==> src/rtl/core/ptpool_pkg.sv <==
// ----------------------------------------------------------------------------
// ptpool_pkg
// Shared constants, codes and types of the point pool free-list allocator.
// ----------------------------------------------------------------------------
`default_nettype none

package ptpool_pkg;

	localparam int SLOTS   = 1024;
	localparam int IDX_W   = $clog2(SLOTS);
	localparam int CNT_W   = $clog2(SLOTS + 1);
	localparam int COORD_W = 32;

	localparam logic [COORD_W-1:0] INT_MIN = {1'b1, {(COORD_W-1){1'b0}}};

	typedef enum logic [2:0] {
		OP_ALLOC_SET = 3'd0,
		OP_ALLOC     = 3'd1,
		OP_SET       = 3'd2,
		OP_CLEAR     = 3'd3,
		OP_DISPOSE   = 3'd4,
		OP_IS_ALLOC  = 3'd5,
		OP_EQUALS    = 3'd6,
		OP_IN_RECT   = 3'd7
	} op_t;

	typedef enum logic [1:0] {
		ST_OK        = 2'd0,
		ST_FULL      = 2'd1,
		ST_BAD_INDEX = 2'd2
	} status_t;

	typedef struct packed {
		logic               re;
		logic [IDX_W-1:0]   rd_addr;
		logic               we_x;
		logic               we_y;
		logic [IDX_W-1:0]   wr_addr;
		logic [COORD_W-1:0] wdata_x;
		logic [COORD_W-1:0] wdata_y;
	} mem_req_t;

endpackage

`default_nettype wire

==> src/rtl/core/ptpool_ctrl.sv <==
// ----------------------------------------------------------------------------
// ptpool_ctrl
// Command sequencer: issues the slot read at acceptance, then evaluates the
// opcode on the read data, writes the slot back and updates the chain head,
// high-water mark and live count.
// ----------------------------------------------------------------------------
`default_nettype none

module ptpool_ctrl
	import ptpool_pkg::*;
(
	input  wire                       clk,
	input  wire                       arst_n,
	input  wire                       start,
	output logic                      busy,
	input  wire  [2:0]                opcode,
	input  wire  [IDX_W-1:0]          point_index,
	input  wire  signed [COORD_W-1:0] coord_x,
	input  wire  signed [COORD_W-1:0] coord_y,
	input  wire  signed [COORD_W-1:0] rect_x_high,
	input  wire  signed [COORD_W-1:0] rect_y_high,
	output logic                      done,
	output logic signed [IDX_W:0]     result_index,
	output logic                      query_flag,
	output logic [1:0]                status,
	output logic [CNT_W-1:0]          live_count,
	output mem_req_t                  mem_req,
	input  wire  [COORD_W-1:0]        rd_x,
	input  wire  [COORD_W-1:0]        rd_y
);

	typedef enum logic {S_IDLE, S_EXEC} state_t;

	state_t                    state_q;
	op_t                       op_q;
	logic [IDX_W-1:0]          idx_q;
	logic signed [COORD_W-1:0] cx_q, cy_q, xh_q, yh_q;
	logic                      head_vld_q;
	logic [IDX_W-1:0]          head_q;
	logic [CNT_W-1:0]          hw_q;
	logic [CNT_W-1:0]          cnt_q;
	logic                      done_q;
	logic [IDX_W:0]            res_idx_q;
	logic                      flag_q;
	status_t                   status_q;

	logic                      accept;
	op_t                       op_in;
	logic                      pop, full, idx_ok, link_ok;
	logic [IDX_W-1:0]          slot;
	logic                      head_vld_d;
	logic [IDX_W-1:0]          head_d;
	logic [CNT_W-1:0]          hw_d, cnt_d;
	logic [IDX_W:0]            res_idx_d;
	logic                      flag_d;
	status_t                   status_d;
	logic                      we_x, we_y;
	logic [IDX_W-1:0]          wr_addr;
	logic [COORD_W-1:0]        wdata_x, wdata_y;

	assign busy   = (state_q == S_EXEC);
	assign accept = start && !busy;
	assign op_in  = op_t'(opcode);

	assign mem_req.re      = accept;
	assign mem_req.rd_addr = (op_in == OP_ALLOC_SET || op_in == OP_ALLOC) ? head_q : point_index;
	assign mem_req.we_x    = we_x;
	assign mem_req.we_y    = we_y;
	assign mem_req.wr_addr = wr_addr;
	assign mem_req.wdata_x = wdata_x;
	assign mem_req.wdata_y = wdata_y;

	assign pop     = head_vld_q && ({1'b0, head_q} < hw_q);
	assign full    = !pop && (hw_q == CNT_W'(SLOTS));
	assign slot    = pop ? head_q : hw_q[IDX_W-1:0];
	assign idx_ok  = {1'b0, idx_q} < hw_q;
	assign link_ok = !rd_x[COORD_W-1] && (rd_x[COORD_W-2:0] < (COORD_W-1)'(hw_q));

	always_comb begin
		head_vld_d = head_vld_q;
		head_d     = head_q;
		hw_d       = hw_q;
		cnt_d      = cnt_q;
		res_idx_d  = '1;
		flag_d     = 1'b0;
		status_d   = ST_OK;
		we_x       = 1'b0;
		we_y       = 1'b0;
		wr_addr    = idx_q;
		wdata_x    = cx_q;
		wdata_y    = cy_q;
		if (state_q == S_EXEC) begin
			if (op_q == OP_ALLOC_SET || op_q == OP_ALLOC) begin
				if (full) begin
					status_d = ST_FULL;
				end else begin
					if (pop) begin
						head_vld_d = link_ok;
						head_d     = rd_x[IDX_W-1:0];
					end else begin
						hw_d = hw_q + CNT_W'(1);
					end
					if (cnt_q < CNT_W'(SLOTS)) begin
						cnt_d = cnt_q + CNT_W'(1);
					end
					res_idx_d = {1'b0, slot};
					wr_addr   = slot;
					we_y      = 1'b1;
					we_x      = (op_q == OP_ALLOC_SET);
					wdata_y   = (op_q == OP_ALLOC_SET) ? cy_q : '0;
				end
			end else if (!idx_ok) begin
				status_d = ST_BAD_INDEX;
			end else begin
				unique case (op_q)
					OP_SET: begin
						we_x = 1'b1;
						we_y = 1'b1;
					end
					OP_CLEAR: begin
						we_x    = 1'b1;
						we_y    = 1'b1;
						wdata_x = '0;
						wdata_y = INT_MIN;
					end
					OP_DISPOSE: begin
						we_x       = 1'b1;
						we_y       = 1'b1;
						wdata_x    = head_vld_q ? COORD_W'(head_q) : '1;
						wdata_y    = INT_MIN;
						head_vld_d = 1'b1;
						head_d     = idx_q;
						if (cnt_q != '0) begin
							cnt_d = cnt_q - CNT_W'(1);
						end
					end
					OP_IS_ALLOC: begin
						flag_d = (rd_y != INT_MIN);
					end
					OP_EQUALS: begin
						flag_d = (rd_x == cx_q) && (rd_y == cy_q);
					end
					OP_IN_RECT: begin
						flag_d = ($signed(rd_x) >= cx_q) && ($signed(rd_x) <= xh_q) &&
						         ($signed(rd_y) >= cy_q) && ($signed(rd_y) <= yh_q);
					end
					default: begin
						flag_d = 1'b0;
					end
				endcase
			end
		end
	end

	always_ff @(posedge clk or negedge arst_n) begin
		if (!arst_n) begin
			state_q    <= S_IDLE;
			head_vld_q <= 1'b0;
			head_q     <= '0;
			hw_q       <= '0;
			cnt_q      <= '0;
			done_q     <= 1'b0;
			res_idx_q  <= '1;
			flag_q     <= 1'b0;
			status_q   <= ST_OK;
		end else begin
			done_q <= 1'b0;
			unique case (state_q)
				S_IDLE: begin
					if (accept) begin
						state_q <= S_EXEC;
					end
				end
				S_EXEC: begin
					state_q    <= S_IDLE;
					head_vld_q <= head_vld_d;
					head_q     <= head_d;
					hw_q       <= hw_d;
					cnt_q      <= cnt_d;
					done_q     <= 1'b1;
					res_idx_q  <= res_idx_d;
					flag_q     <= flag_d;
					status_q   <= status_d;
				end
				default: begin
					state_q <= S_IDLE;
				end
			endcase
		end
	end

	always_ff @(posedge clk) begin
		if (accept) begin
			op_q  <= op_in;
			idx_q <= point_index;
			cx_q  <= coord_x;
			cy_q  <= coord_y;
			xh_q  <= rect_x_high;
			yh_q  <= rect_y_high;
		end
	end

	assign done         = done_q;
	assign result_index = $signed(res_idx_q);
	assign query_flag   = flag_q;
	assign status       = status_q;
	assign live_count   = cnt_q;

endmodule

`default_nettype wire

==> config.mk <==
export PLATFORM = sky130hd
export DESIGN_NAME = ptpool_ctrl
export DESIGN_NICKNAME = d
export VERILOG_FILES = /design/src/rtl/core/ptpool_pkg.sv /design/src/rtl/core/ptpool_ctrl.sv
export SDC_FILE = /design/constraint.sdc
export NUM_CORES = 1
export LEC_CHECK = 0
export BUFFER_PORTS_ARGS = -buffer_cell sky130_fd_sc_hd__clkbuf_2
export CAP_MARGIN = 40
export CORE_ASPECT_RATIO = 0.9
export CORE_MARGIN = 8
export CORE_UTILIZATION = 40
export DETAILED_ROUTE_END_ITERATION = 10
export GPL_TIMING_DRIVEN = 1
export PLACE_DENSITY = 0.61
export SLEW_MARGIN = 20
export SYNTH_ARGS = -nofsm -noshare
export SYNTH_HDL_FRONTEND = slang
export SYNTH_SLANG_ARGS = --single-unit
export TNS_END_PERCENT = 5
==> constraint.sdc <==
create_clock -name clk -period 34.3 [get_ports clk]
set_input_delay 6.86 -clock clk [delete_from_list [all_inputs] [get_ports clk]]
set_output_delay 6.86 -clock clk [all_outputs]
set_load 0.1 [all_outputs]
* Yosys cells after proc, flatten, opt, wreduce, memory -nomap -nowiden *
Cells that the tools add are included.

word-level totals
  register bits after elaboration = 190
  bits of input ports = 208

operators by class
  $add $sub $neg = 3
  magnitude comparators = 8
  equality and inequality tests = 15
  multiplexer cells = 51
  bitwise gates (word level) = 3
  reduce and logical (&&, ||, !) cells = 24

operator list
  cell                                                count
  two-way mux 32 bit                                  10
  two-way mux 10 bit                                  10
  two-way mux 11 bit                                  8
  == test 32 bit                                      2
  >= comparator 32 bit                                2
  <= comparator 32 bit                                2
  one-hot mux 32 bit (2 select lines)                 1
  inequality test 32 bit, second input constant       1
  less-than comparator 31 x 11 -> 1 bit               1
  adder 11 x 1 -> 11 bit, second input constant       2
  less-than comparator 10 x 11 -> 1 bit               2
  two-way mux 1 bit                                   18
  == test 3 bit, second input constant                4
  == test 11 bit, second input constant               1
  less-than comparator 11 bit, second input constant  1
  nonzero test 11 bit                                 1
  subtractor 11 x 1 -> 11 bit, second input constant  1
  logical AND 1 bit                                   8
  == test 3 x 1 -> 1 bit, second input constant       2
  == test 3 x 2 -> 1 bit, second input constant       2
  zero test 3 bit                                     2
  AND reduction 6 bit                                 1
  nonzero test 2 bit                                  3
  AND reduction 5 bit                                 1
  11 further kinds                                    18

* Logic depth before layout (Yosys ltp) *
  depth in word-level cells = 7
  depth in mapped cells = 12
  depth with buffers taken out = 11

* Worst setup path after synthesis *
No wires, ideal clock.

  path type = input port to output port
  start point = input port start
  end point = output port mem_req[86] in the netlist's numbering
  arrival = 14.008 ns
  required time = 27.440 ns
  slack = 13.432 ns
  cell stages on the path = 2
  path buffers = 1
  cell sequence = nor2b_1 -> buf_4

RTL lines
  element             line               source
  start: declaration  ptpool_ctrl.sv:14  input wire start,
  end: declaration    ptpool_ctrl.sv:27  output mem_req_t mem_req,

==> key figures <==
Outcome
  • Outcome: finished, final reports clean

GRT
  • First-pass GRT wire length: about 54 mm
  • Vias in the first global route: 9595
  • Initial antenna violation count: 5
  • Total track usage: 20.2%
  • Global route overflow: 0
  • Largest net degree at the start of global routing: 56

Route
  • Vias: just over 9000
  • 1st-pass router iterations: 5
  • Initial drt markers: 494
  • Post-Route WL: 35.5 mm
  • Vias/cell: approximately 5.2
  • Wire per inst: 19.8 microns
  • Post-DRT Antenna Nets: 0
  • # DRC: 0

Timing
  • Slew HR: 51.9%
  • Final Cycle Share: 43.9%
  • Peak Freq: between 0.06 and 0.07 GHz
  • Final TNS setup: 0 ns
  • RSZ-0062 raised after global routing: no
  • Fin. Hold Viols: 0
  • Pins over their slew limit: 0
  • Minimum clock period: 15.04 ns
  • Setup Skew: 0.0121 ns
  • Fin Hold WS: ~0.5 ns
  • Worst slew pin tran: 0.721 ns
  • Final setup vio count: 0

Yosys
  • Top FF cell, synth: edfxtp_1
  • Multiplexer share of the synthesized area: under 10%
  • Top cell type by total area after synthesis: edfxtp_1
  • Post-synthesis register bit count: 190
  • Post-Synth Adder-Cell Area: 18.1%
  • Synthesized instance count: 1087
  • Largest family of logic cells by synthesized area: adder cells
  • XOR/XNOR share of the synthesized area: 1.35%
  • Post-synth top area share: between 30% and 40%
  • Simple-gate share of the synthesized area: 12.2%
  • Mapped Area: 0.0117 sq mm
  • EDFF count, synth: 141
  • Count leader, synth: ha_1
  • Syn Area/Cell: 10.7 sq um
  • Yosys cell types: 62
  • Commonest cells in the netlist: ha_1, inv_1, edfxtp_1
  • Largest cells by area after synthesis: edfxtp_1, ha_1, dfrtp_1, inv_1, dfstp_2
  • FFs w/ async S/R, synth: 25.8%
  • Compound-Gate Fraction of Synth Area: around 13%
  • Mapped Nets: 1463
  • Sequential area share after synthesis: 46.9%
  • Yosys warns: 0

Setup path
  • Critical path startpoint category: input pin
  • Cell count along the critical path: 5
  • Max incr delay on CP: about 0.37 ns
  • Buf/Inv on CP: 3
  • Crit path max fanout: 9
  • Worst path arrival time: 8.18 ns
  • CP Capture Type: primary output
  • CP Cell Sequence: clkbuf_2 -> nor2_1 -> buf_4 -> mux2_2 -> clkbuf_2
  • Worst path slowest cell: clkbuf_2
  • R2R depth: 12
  • Crit Path Class: in2out
  • Most frequent CP cell: clkbuf_2
  • Crit path max-delay family: buffers and inverters
  • Critical Path RT: about 27 ns

Clock network
  • Skew-Pair Late Insertion Delay: 0.45 ns
  • Clock Tree Buf Depth: 2
  • Max H-tree Level: 4
  • Post-CTS Hold Buffers: 0
  • CTS buffer count: 17
  • Worst-path clk slew: approximately 0.07 ns
  • Cts repair resizes: 0
  • Postcts setup bufs: 0
  • Root Buffer: clkbuf_16
  • Clk sinks: 190
  • TritonCTS clock tree: done

Floorplanning
  • Die Area: between 0.03 and 0.04 sq mm
  • Ports: 322
  • Starting Density: 40.5%
  • # rows: 59
  • Core Area: approximately 0.029 sq mm
  • Die width: ~200 microns
  • Die Y: 178 microns

Final layout
  • NumNets Final: 1791
  • Non-Filler Instances: between 1500 and 2000
  • P&R area growth vs syn: 22.7%
  • Ratio of cells with drive above 1 in the final layout: 27.9%

Place
  • Gpl congestion: 0.857
  • I/O Buffers: 321
  • Final HPWL DP: about 29 mm
  • Inst Count DP: 1760

Flow run
  • MaxCap Viol Count: 0

Power and ir drop
  • Maximum vdd ir drop: 55.6 uV
  • Power density over the cells: 57.9 mW/mm^2
  • Static Leak: between 6 and 7 nW

Worst hold path
  • HP Class: reg2reg
  • Hold path cells: 1
## state kept, by name, summed over array words and instances, names as in the netlist
register	flops
live_count	11
cx_q	32
idx_q	10
result_index	11
status	2
xh_q	32
cy_q	32
query_flag	1
yh_q	32
hw_q	11
op_q	3
done	1
busy	1
head_vld_q	1
head_q	10
## report_power, final
group | total, W | switching [W] | internal, W
Sequential | 0.000310 | 0.0000310 | 0.000279
Combinational | 0.000323 | 0.000237 | 0.0000862
Clock | 0.000196 | 0.0000996 | 0.0000959
## placed cells by master (no fill, tap or decap), types with 6 or more instances in the layout
cell / count
dfrtp_1: 38
nand4_1: 25
edfxtp_1: 141
o21ai_1: 11
nor2_1: 42
mux2_2: 11
ha_1: 167
and4_1: 6
nor3_1: 9
a21oi_1: 49
dfstp_2: 11
inv_1: 150
xor2_1: 6
a21o_1: 38
clkbuf_2: 321
nand3_1: 26
o211ai_1: 16
a211oi_1: 11
nand2_1: 77
nor2b_1: 11
and2_1: 33
nand2b_1: 6
buf_4: 10
o21a_1: 29
nor4_1: 20
clkbuf_16: 17
xnor2_1: 12
mux2i_1: 12
o21ai_0: 40
## per-stage QoR
stage               util, %  setup WS, ns  area [sq um]  total power [W]
floorplan                 -         13.43         11700         0.000561
global placement       47.6         18.85         13700         0.000630
detailed placement     47.7         19.24         13700         0.000638
CTS                    49.6         19.24         14300         0.000836
global route           49.7         19.23         14300         0.000875
finish                 49.7         19.26         14300         0.000828
## per-layer routing
metal  wire length (microns)  track usage (%)
met4                     682             5.77
met2                   16600             32.8
met5                      61                0
met3                    2570             6.45
met1                   15600             25.5
## logic make-up (layout without fill, tap and decap cells)
kind of cell | count (synthesis) | in the layout
DFF | 190 | 190
other | 0 | 1
buffers and inverters | 176 | 517
xor gates and xnor gates | 18 | 18
AOI/OAI and AO/OA | 236 | 236
muxes | 23 | 23
and+or+nand+nor | 276 | 276
adders and majority gates | 168 | 168
## worst paths after layout
check	end	slack [ns]	startpoint
worst max-delay path	mem_req[84]	19.26	opcode[2]
worst min-delay path	hw_q[7]$_DFFE_PN0P_	0.51	hw_q[7]$_DFFE_PN0P_
worst max register to register	live_count[10]$_DFFE_PN0P_	30.99	op_q[1]$_DFFE_PP_
worst min register to register	hw_q[7]$_DFFE_PN0P_	0.51	hw_q[7]$_DFFE_PN0P_
max in group asynchronous	live_count[7]$_DFFE_PN0P_	27.31	arst_n
min in group asynchronous	hw_q[0]$_DFFE_PN0P_	6.54	arst_n
## final cells by class
cell class	instances	area, sq um
diodes	1	2.50
clock buffers	18	429
clock inverters	14	128
fillers	2707	14500
inverters	151	567
multi-input cells	721	5530
flip-flops and latches	190	5470
well taps	366	458
repair buffers	334	1720
Note: power is estimated with default switching activity, not from simulation.
